File: src/hdl/assert_macros.svh
// Assertion macros for the RTL files.
`ifndef ASSERT_MACROS_SVH
`define ASSERT_MACROS_SVH
`ifndef SYNTHESIS
`define ASSERT_PROP(name, clk, rst_n, prop) \
    name: assert property (@(posedge clk) disable iff (!rst_n) prop) \
        else $error("assertion failed");
`define ASSERT_NEVER(name, clk, rst_n, cond) \
    name: assert property (@(posedge clk) disable iff (!rst_n) !(cond)) \
        else $error("assertion failed");
`else
`define ASSERT_PROP(name, clk, rst_n, prop)
`define ASSERT_NEVER(name, clk, rst_n, cond)
`endif
`endif

File: src/hdl/amte_pkg.sv
package amte_pkg;

    localparam int CORDIC_STEPS_DEF = 16;
    localparam logic signed [31:0] ONE_Q16 = 32'sh0001_0000;
    localparam logic signed [33:0] CORDIC_GAIN = 34'sd652032874;

    typedef enum logic [2:0] {
        ACT_IDENT     = 3'd0,
        ACT_SCALE     = 3'd1,
        ACT_ROTATE    = 3'd2,
        ACT_TRANSLATE = 3'd3,
        ACT_TRANSFORM = 3'd4
    } t_action;

    typedef enum logic [2:0] {
        ST_IDLE,
        ST_CORDIC,
        ST_RUN,
        ST_DRAIN,
        ST_OUT
    } t_state;

    typedef enum logic [1:0] {
        A_ONE,
        A_VAL,
        A_COS,
        A_SIN
    } t_asel;

    typedef enum logic [1:0] {
        B_ONE,
        B_MAT,
        B_SAVE
    } t_bsel;

    typedef struct packed {
        logic       issue;
        t_asel      a_sel;
        logic [1:0] vsel;
        t_bsel      b_sel;
        logic [3:0] idx;
        logic       save;
        logic       clear;
        logic       sub;
        logic       last;
        logic [3:0] dst;
    } t_term;

    function automatic logic [29:0] atan_lut(input logic [4:0] i);
        logic [29:0] v;
        case (i)
            5'd0:  v = 30'h20000000;
            5'd1:  v = 30'h12E4051D;
            5'd2:  v = 30'h09FB385B;
            5'd3:  v = 30'h051111D4;
            5'd4:  v = 30'h028B0D43;
            5'd5:  v = 30'h0145D7E1;
            5'd6:  v = 30'h00A2F61E;
            5'd7:  v = 30'h00517C55;
            5'd8:  v = 30'h0028BE53;
            5'd9:  v = 30'h00145F2E;
            5'd10: v = 30'h000A2F98;
            5'd11: v = 30'h000517CC;
            5'd12: v = 30'h00028BE6;
            5'd13: v = 30'h000145F3;
            5'd14: v = 30'h0000A2F9;
            5'd15: v = 30'h0000517C;
            5'd16: v = 30'h000028BE;
            5'd17: v = 30'h0000145F;
            5'd18: v = 30'h00000A2F;
            5'd19: v = 30'h00000517;
            5'd20: v = 30'h0000028B;
            5'd21: v = 30'h00000145;
            5'd22: v = 30'h000000A2;
            5'd23: v = 30'h00000051;
            default: v = 30'h0;
        endcase
        return v;
    endfunction

endpackage

File: src/hdl/amte_cordic.sv
module amte_cordic
    import amte_pkg::*;
#(
    parameter int CORDIC_STEPS = CORDIC_STEPS_DEF
) (
    input  logic                i_clk,
    input  logic                i_rst_n,
    input  logic                i_start,
    input  logic [15:0]         i_angle,
    output logic                o_done,
    output logic signed [17:0]  o_sin,
    output logic signed [17:0]  o_cos
);

    localparam int SW = $clog2(CORDIC_STEPS + 1);

    logic signed [33:0] r_x, r_y, r_z;
    logic               r_flip;
    logic               r_busy;
    logic               r_done;
    logic [SW-1:0]      r_i;

    logic signed [33:0] w_z0, w_dx, w_dy, w_at;
    logic signed [33:0] w_cr, w_sr;
    logic signed [19:0] w_c20, w_s20;
    logic signed [17:0] w_cc, w_sc;

    always_comb begin
        w_z0 = $signed({{2{i_angle[15]}}, i_angle, 16'b0});
        w_dx = r_y >>> r_i;
        w_dy = r_x >>> r_i;
        w_at = $signed({4'b0, atan_lut(5'(r_i))});
        w_cr = (r_x + 34'sd8192) >>> 14;
        w_sr = (r_y + 34'sd8192) >>> 14;
        w_c20 = w_cr[19:0];
        w_s20 = w_sr[19:0];
        if (w_c20 > 20'sd65536) begin
            w_cc = 18'sd65536;
        end else if (w_c20 < -20'sd65536) begin
            w_cc = -18'sd65536;
        end else begin
            w_cc = w_c20[17:0];
        end
        if (w_s20 > 20'sd65536) begin
            w_sc = 18'sd65536;
        end else if (w_s20 < -20'sd65536) begin
            w_sc = -18'sd65536;
        end else begin
            w_sc = w_s20[17:0];
        end
    end

    assign o_cos  = r_flip ? -w_cc : w_cc;
    assign o_sin  = r_flip ? -w_sc : w_sc;
    assign o_done = r_done;

    always_ff @(posedge i_clk) begin
        if (!i_rst_n) begin
            r_busy <= 1'b0;
            r_done <= 1'b0;
            r_i    <= '0;
        end else begin
            r_done <= !i_start && r_busy && (r_i == SW'(CORDIC_STEPS - 1));
            if (i_start) begin
                r_busy <= 1'b1;
                r_i    <= '0;
            end else if (r_busy) begin
                r_i <= r_i + 1'b1;
                if (r_i == SW'(CORDIC_STEPS - 1)) begin
                    r_busy <= 1'b0;
                end
            end
        end
    end

    always_ff @(posedge i_clk) begin
        if (i_start) begin
            r_x <= CORDIC_GAIN;
            r_y <= '0;
            if ($signed(i_angle) > 16'sd16384) begin
                r_z    <= w_z0 - 34'sh0_8000_0000;
                r_flip <= 1'b1;
            end else if ($signed(i_angle) < -16'sd16384) begin
                r_z    <= w_z0 + 34'sh0_8000_0000;
                r_flip <= 1'b1;
            end else begin
                r_z    <= w_z0;
                r_flip <= 1'b0;
            end
        end else if (r_busy) begin
            if (!r_z[33]) begin
                r_x <= r_x - w_dx;
                r_y <= r_y + w_dy;
                r_z <= r_z - w_at;
            end else begin
                r_x <= r_x + w_dx;
                r_y <= r_y - w_dy;
                r_z <= r_z + w_at;
            end
        end
    end

endmodule

File: config.mk
export PLATFORM = sky130hd
export DESIGN_NAME = amte_cordic
export DESIGN_NICKNAME = d
export VERILOG_FILES = /design/src/hdl/assert_macros.svh /design/src/hdl/amte_pkg.sv /design/src/hdl/amte_cordic.sv
export SDC_FILE = /design/constraint.sdc
export NUM_CORES = 1
export LEC_CHECK = 0
export ABC_CLOCK_PERIOD_IN_PS = 7400
export BUFFER_PORTS_ARGS = -buffer_cell sky130_fd_sc_hd__buf_2
export CAP_MARGIN = 10
export CORE_ASPECT_RATIO = 0.9
export CORE_MARGIN = 4
export CORE_UTILIZATION = 39
export CTS_CLUSTER_DIAMETER = 50
export CTS_CLUSTER_SIZE = 24
export DETAILED_ROUTE_END_ITERATION = 16
export PLACE_DENSITY = 0.55
export SYNTH_ARGS = -nofsm -noshare
export SYNTH_HDL_FRONTEND = slang
export SYNTH_SLANG_ARGS = --single-unit
export TNS_END_PERCENT = 1
File: constraint.sdc
create_clock -name i_clk -period 7.4 [get_ports i_clk]
set_input_delay 0.37 -clock i_clk [delete_from_list [all_inputs] [get_ports i_clk]]
set_output_delay 0.37 -clock i_clk [all_outputs]
set_load 0.005 [all_outputs]
==> results of run 1 <==
## logic make-up after synthesis
logic type | after synthesis
and+or+nand+nor | 789
AOI/OAI and AO/OA | 710
xor gates and xnor gates | 242
buffers and inverters | 240
muxes | 213
DFF | 140
adders and majority gates | 117
## power breakdown
part           switching (uW)  internal (uW)
Sequential                517           1050
Combinational            4040           3150
Clock                     389            541
Total                    4940           4740
## cells in the mapped netlist, drive strengths merged (6+ instances only)
library cell,number
a22o,13
a21boi,6
nor2b,33
a211o,11
mux4,92
o22ai,27
nand2,204
o311ai,6
a31oi,58
o211ai,19
and4,6
o21ai,158
or2,12
dfxtp,105
nand3,50
o21bai,16
and2,29
nand2b,35
inv,63
nor3b,7
nor4,18
a311oi,6
xor2,102
o21a,22
a21oi,187
a41oi,7
ha,114
and3,32
clkbuf,107
nand4,24
o31ai,13
a221oi,6
or3,15
a21o,55
buf,67
nor3,60
a211oi,29
a22oi,20
nor2,247
mux2i,88
edfxtp,35
xnor2,140
mux2,33
## state kept, by name (all words and copies together) (netlist names)
name	cells
o_done	1
r_busy	1
r_flip	1
r_i	5
r_x	34
r_y	34
r_z	34
w_at	30
## stage by stage
step	hold slack (ps)	setup slack, ps	util, %
after floorplan	466	1890	-
after global placement	483	733	41.1
after detailed placement	501	654	41.1
after CTS	164	619	42.3
after global routing	188	51.5	42.3
final	189	447	42.3
## metal layers
metal  wire length, um  part of all wire, %  GRT usage (%)  vias up
met5                 7                0.010              0        -
met4              1820                  2.7           6.57        2
met3              5420                  8.1           4.95      133
met2             30200                   45           38.8      804
met1             29400                   44           32.9     9134
li1                  -                    -              -     9001
## final timing paths
path                  end  cells past startpoint
setup / recovery  r_y[32]                     22
hold / removal     r_busy                      2
setup reg to reg  r_y[32]                     22
hold reg to reg    r_y[0]                      2
## worst register-to-register path: stages, from the launching register on
cell and delay [ps]:
dfxtp_4 790, inv_1 560, buf_12 330, mux2i_1 460, o22ai_1 140, nor2_1 450, ha_1 300, nand2_1 100
nor3_2 470, a21oi_1 150, xnor2_1 400, ha_1 370, nand2_1 130, nor2_1 60, o2111ai_1 90, a21oi_1 90
o21ai_0 370, a31oi_1 200, a211oi_1 610, o21ai_0 290, a21oi_1 210, xnor2_1 80, a22o_1 190
## cell type report
class | count | area (sq um) | area share [%]
Multi-Input combinational cell | 2071 | 15400 | 73.6
Sequential cell | 140 | 3170 | 15.2
Tap cell | 671 | 840 | 4.01
Timing Repair Buffer | 99 | 646 | 3.09
Clock buffer | 22 | 485 | 2.32
Inverter | 66 | 248 | 1.18
Clock inverter | 10 | 128 | 0.610
==> flow_summary.yaml, run 1 <==
yosys:
  seq_area_frac_synth_pct: 16.1
  synthCells: 2451
  netlist_area_sq_um: 19600
  synth_compound_area_share_pct: 23.4
  ys_types: 104
  synth_fa_ha_area_share_pct: 7.57
  synth-simple-area-share_pct: 19.7
  synth_xor_area_share_pct: 10.8
  synth_seq_cells: 140
  synthMuxAreaShare_pct: 17.0
  synth.top_cell.area_share_pct: 10.7
  synth-main-ff-cell: "dfxtp_1"
  synth_nets: 2587
  yosys_warnings: 0
  yosys.area.top_type: "dfxtp_1"
  async_flop_share_pct: 0
  synth_top_family_by_area: "compound AO/OA/AOI/OAI gates"
  avgSynthCellArea_sq_um: 8.01
  yosys-top-cells-area: "dfxtp_1, mux4_2, ha_1, xnor2_1, edfxtp_1"
  synth_edf_count: 35
final_layout:
  finalInstanceArea_sq_um: 20900
  area_growth_pct: 6.55
  drive_above_1_share_pct: 12.6
  final_common_cell: "nor2_1"
  fillCellCount: 5059
  fin_nets: 2531
  mostFrequentLayoutCells: "nor2_1, nand2_1, a21oi_1"
  fin_cells: 3079
  n_antenna_cell: 0
hold_path:
  hp-class: "in -> reg"
  hold_path.startpoint: "i_rst_n"
setup_path:
  cp_common_cell: "a21oi_1"
  cp_cell_sequence: "inv_1 > buf_12 > mux2i_1 > o22ai_1 > nor2_1 > ha_1 > nand2_1 > nor3_2 > a21oi_1 > xnor2_1 > ha_1 > nand2_1 > nor2_1 > o2111ai_1 > a21oi_1 > o21ai_0 > a31oi_1 > a211oi_1 > o21ai_0 > a21oi_1 > xnor2_1 > a22o_1"
  worstPathArrival_ps: 7300
  cp_max_fo: 50
  critical_path_class: "reg -> reg"
  reg2reg_from: "r_i[0]"
  critPathTopFamily: "compound AO/OA/AOI/OAI gates"
  rrSetupSlack_ps: 450
  cpPeakStageDelay_ps: 790
  start_kind: "flip-flop"
  required_ps: 7750
  crit_start: "r_i[0]"
  crit_slowest_cell: "dfxtp_4"
  cp_num_buf_inv: 2
  end_kind: "flip-flop"
timing:
  setup_viol: 0
  relSlewSlack_pct: 20.9
  slew_viol_final: 0
  rsz0062_at_grt: "no"
  finClkSkew_ps: 15.6
  period_minus_slack_ps: 6950
  final_hold_viol_count: 0
  fmax_ghz: 0.144
  fin_crit_sh_pct: 94.0
  setup_tns_ps: 0
  tightest_slew_ps: 1180
global_route:
  grt_pass1_vias: 18300
  grt_usage_pct: 24.1
  grt_pass1_wl_mm: 105
  overflow: 0
  grt_start_max_net_pins: 75
  antenna_found_initial: 1
cts:
  cts_max_path_buffers: 2
  cts_tree: "built"
  clk_latency_ps: 460
  cts_buffers: 17
  cts-htree-levels: 4
  clk_pin_slew_ps: 70
  clockRootBuffer: "clkbuf_16"
  postCtsSetupBuffers: 0
  hold_buffers: 0
  postCtsResizedCells: 0
  clock_sink_count: 140
pwr:
  power.total_uw: 9680
  power_density_nw_per_um2: 463
  irDropWorstVdd_v: 0.000192
  cellLeakagePower_uw: 0.00830
route:
  wirelength_mm: 66.9
  post-route-drc-count: 0
  vias_per_cell: 6.19
  via_count: 19100
  drt_iter0_drc: 1877
  first_pass_iters: 7
  routedWlPerCell_um: 21.7
  postRouteAntennaNets: 0
outcome:
  outcome: "complete, no violations"
die:
  coreArea_sq_um: 49400
  die_w_um: 244
  start_util_pct: 39.7
  die_h_um: 221
  std_cell_rows: 77
  dieArea_sq_um: 54000
  ioPinCount: 56
placement:
  finalWeightedCongestion: 0.981
  hpwlAfterDp_mm: 49.6
  dp_cells: 3047
  placed_area_sq_um: 20300
  portBuffers: 55
run:
  maxCapViolations: 0
(Power assumes the default switching activity.)
==> run 2, diff against run 1 <==
ABC_AREA = 1   (was not set)
==> run 2 against run 1 <==
Effect of this change:
- non-clock buffer count fell by 23
- largest cell class unchanged
- sequential power fell by 6%
- sequential share of layout area rose by 0.36 points
- utilization fell by 0.11 points
==> flow_summary.yaml, run 2 <==
outcome:
  outcome: "complete, no violations"
route:
  postRouteAntennaNets: 0
  via_count: 22000
  vias_per_cell: 5.62
  drt_iter0_drc: 2057
  wirelength_mm: 70.5
  post-route-drc-count: 0
  routedWlPerCell_um: 18.1
  first_pass_iters: 6
die:
  std_cell_rows: 76
  coreArea_sq_um: 48200
  ioPinCount: 56
  die_w_um: 241
  dieArea_sq_um: 52600
  die_h_um: 218
  start_util_pct: 39.7
cts:
  postCtsResizedCells: 0
  clockRootBuffer: "clkbuf_16"
  cts_buffers: 17
  hold_buffers: 0
  clk_pin_slew_ps: 70
  postCtsSetupBuffers: 0
  cts_tree: "built"
  clock_sink_count: 140
  cts-htree-levels: 4
  cts_max_path_buffers: 2
  clk_latency_ps: 500
setup_path:
  start_kind: "flip-flop"
  cp_common_cell: "nand2_1"
  crit_slowest_cell: "inv_2"
  cpPeakStageDelay_ps: 810
  end_kind: "flip-flop"
  worstPathArrival_ps: 5920
  required_ps: 7760
  cp_max_fo: 66
  rrSetupSlack_ps: 1840
  critPathTopFamily: "simple AND/OR/NAND/NOR gates"
  critical_path_class: "reg -> reg"
  cp_num_buf_inv: 2
timing:
  finClkSkew_ps: 18.6
  fin_crit_sh_pct: 75.1
  setup_viol: 0
  final_hold_viol_count: 0
  fmax_ghz: 0.180
  slew_viol_final: 0
  rsz0062_at_grt: "no"
  relSlewSlack_pct: 22.1
  period_minus_slack_ps: 5560
  worst_slack_ps: 1840
  setup_tns_ps: 0
  tightest_slew_ps: 1170
yosys:
  yosysMostFrequentCell: "nand2_1"
  synth_nets: 3436
  seq_area_frac_synth_pct: 16.5
  synth_edf_count: 35
  synthCells: 3300
  yosys.area.top_type: "nand2_1"
  synth_seq_cells: 140
  synthTopCellsByCount: "nand2_1, nand3_1, inv_1"
  synth-main-ff-cell: "dfxtp_1"
  avgSynthCellArea_sq_um: 5.79
  netlist_area_sq_um: 19100
  yosys_warnings: 0
  ys_types: 64
  synth.top_cell.area_share_pct: 19.0
  async_flop_share_pct: 0
  yosys-top-cells-area: "nand2_1, nand3_1, dfxtp_1, ha_1, inv_1"
final_layout:
  n_antenna_cell: 0
  area_growth_pct: 6.41
  drive_above_1_share_pct: 6.94
  final_common_cell: "nand2_1"
  fin_nets: 3406
  postLayoutCoreUtil_pct: 42.2
  top_regs: "r_x (34), r_y (34), r_z (34)"
  mostFrequentLayoutCells: "nand2_1, nand3_1, inv_1"
global_route:
  overflow: 0
  antenna_found_initial: 0
  grt_start_max_net_pins: 72
  grt_pass1_wl_mm: 110
  grt_usage_pct: 26.3
  grt_pass1_vias: 19700
placement:
  portBuffers: 55
  place_ws_ps: 1910
  hpwlAfterDp_mm: 55.9
  finalWeightedCongestion: 0.973
pwr:
  cellLeakagePower_uw: 0.0100
  irDropWorstVdd_v: 0.000209
  power_density_nw_per_um2: 484
hold_path:
  hp-class: "in -> reg"
run:
  maxCapViolations: 0
-- run 2: cell count changes in the layout (fill, tap and decap cells not counted), moves of 25 or more --
cell,change
nor2b_1,-33
nand2_1,+765
xnor2_1,-112
a31oi_1,-34
a21o_1,-45
mux2_2,-28
inv_1,+255
o21ai_0,+37
mux2i_1,-87
mux4_2,-92
and3_1,-31
nand2b_1,-35
a211oi_1,-25
nand3_1,+447
-- run 2: path summary, 6_finish.rpt --
path | startpoint | endpoint | depth (start not counted)
min reg2reg | r_x[0] | r_x[0] | 2
min | i_rst_n | r_busy | 3
max reg2reg | r_i[0] | r_x[31] | 31
max | r_i[0] | r_x[31] | 31
-- run 2: power by group --
part           switching, uW  leakage (uW)  total, uW  internal (uW)
Combinational           4890       0.00848       7470           2580
Sequential               427       0.00123       1480           1050
Clock                    456      0.000289        908            453
Total                   5780        0.0100       9860           4080
-- run 2: cells by family after synthesis --
kind of cell | synth area share (%)
fa+ha+maj | 7.77
simple gates | 43.6
buf+inv | 9.78
flops | 16.5
xor+xnor | 6.54
compound gates | 15.8
-- run 2: worst reg2reg max path, delay by kind of cell (launching register included) --
family,cells,cell delay (ps)
buffers and inverters,2,870
AND/OR/NAND/NOR,18,2130
adder cells (fa/ha/maj),2,540
flip-flops,1,330
AO/OA/AOI/OAI,8,1380
XOR/XNOR,1,180
-- run 2: layout make-up --
| type | instances | area [sq um] |
|---|---|---|
| fill | 5323 | 27900 |
| multi-input combinational | 2697 | 14100 |
| sequential | 140 | 3160 |
| inverter | 338 | 1270 |
| tap | 624 | 781 |
| timing repair buffer | 76 | 433 |
| clock buffer | 17 | 425 |
| clock inverter | 15 | 168 |
-- run 2: per-layer routing --
metal  up-vias  routed length (um)  global-route usage, %
met2       779               28800                   37.7
met4         0                1270                   6.00
met3        78                6250                   7.02
met1     10200               34300                   39.2
met5         -                   0                      0
li1      11000                   -                      -
-- run 2: through the flow --
step	instances	instance area (sq um)	hold slack, ps	total power (uW)
final	3907	20300	129	9860
after global routing	3907	20300	117	10900
after CTS	3907	20300	95.5	9790
after detailed placement	3875	19800	495	8840
after global placement	3875	19800	489	8780
after floorplan	3300	19100	462	6860
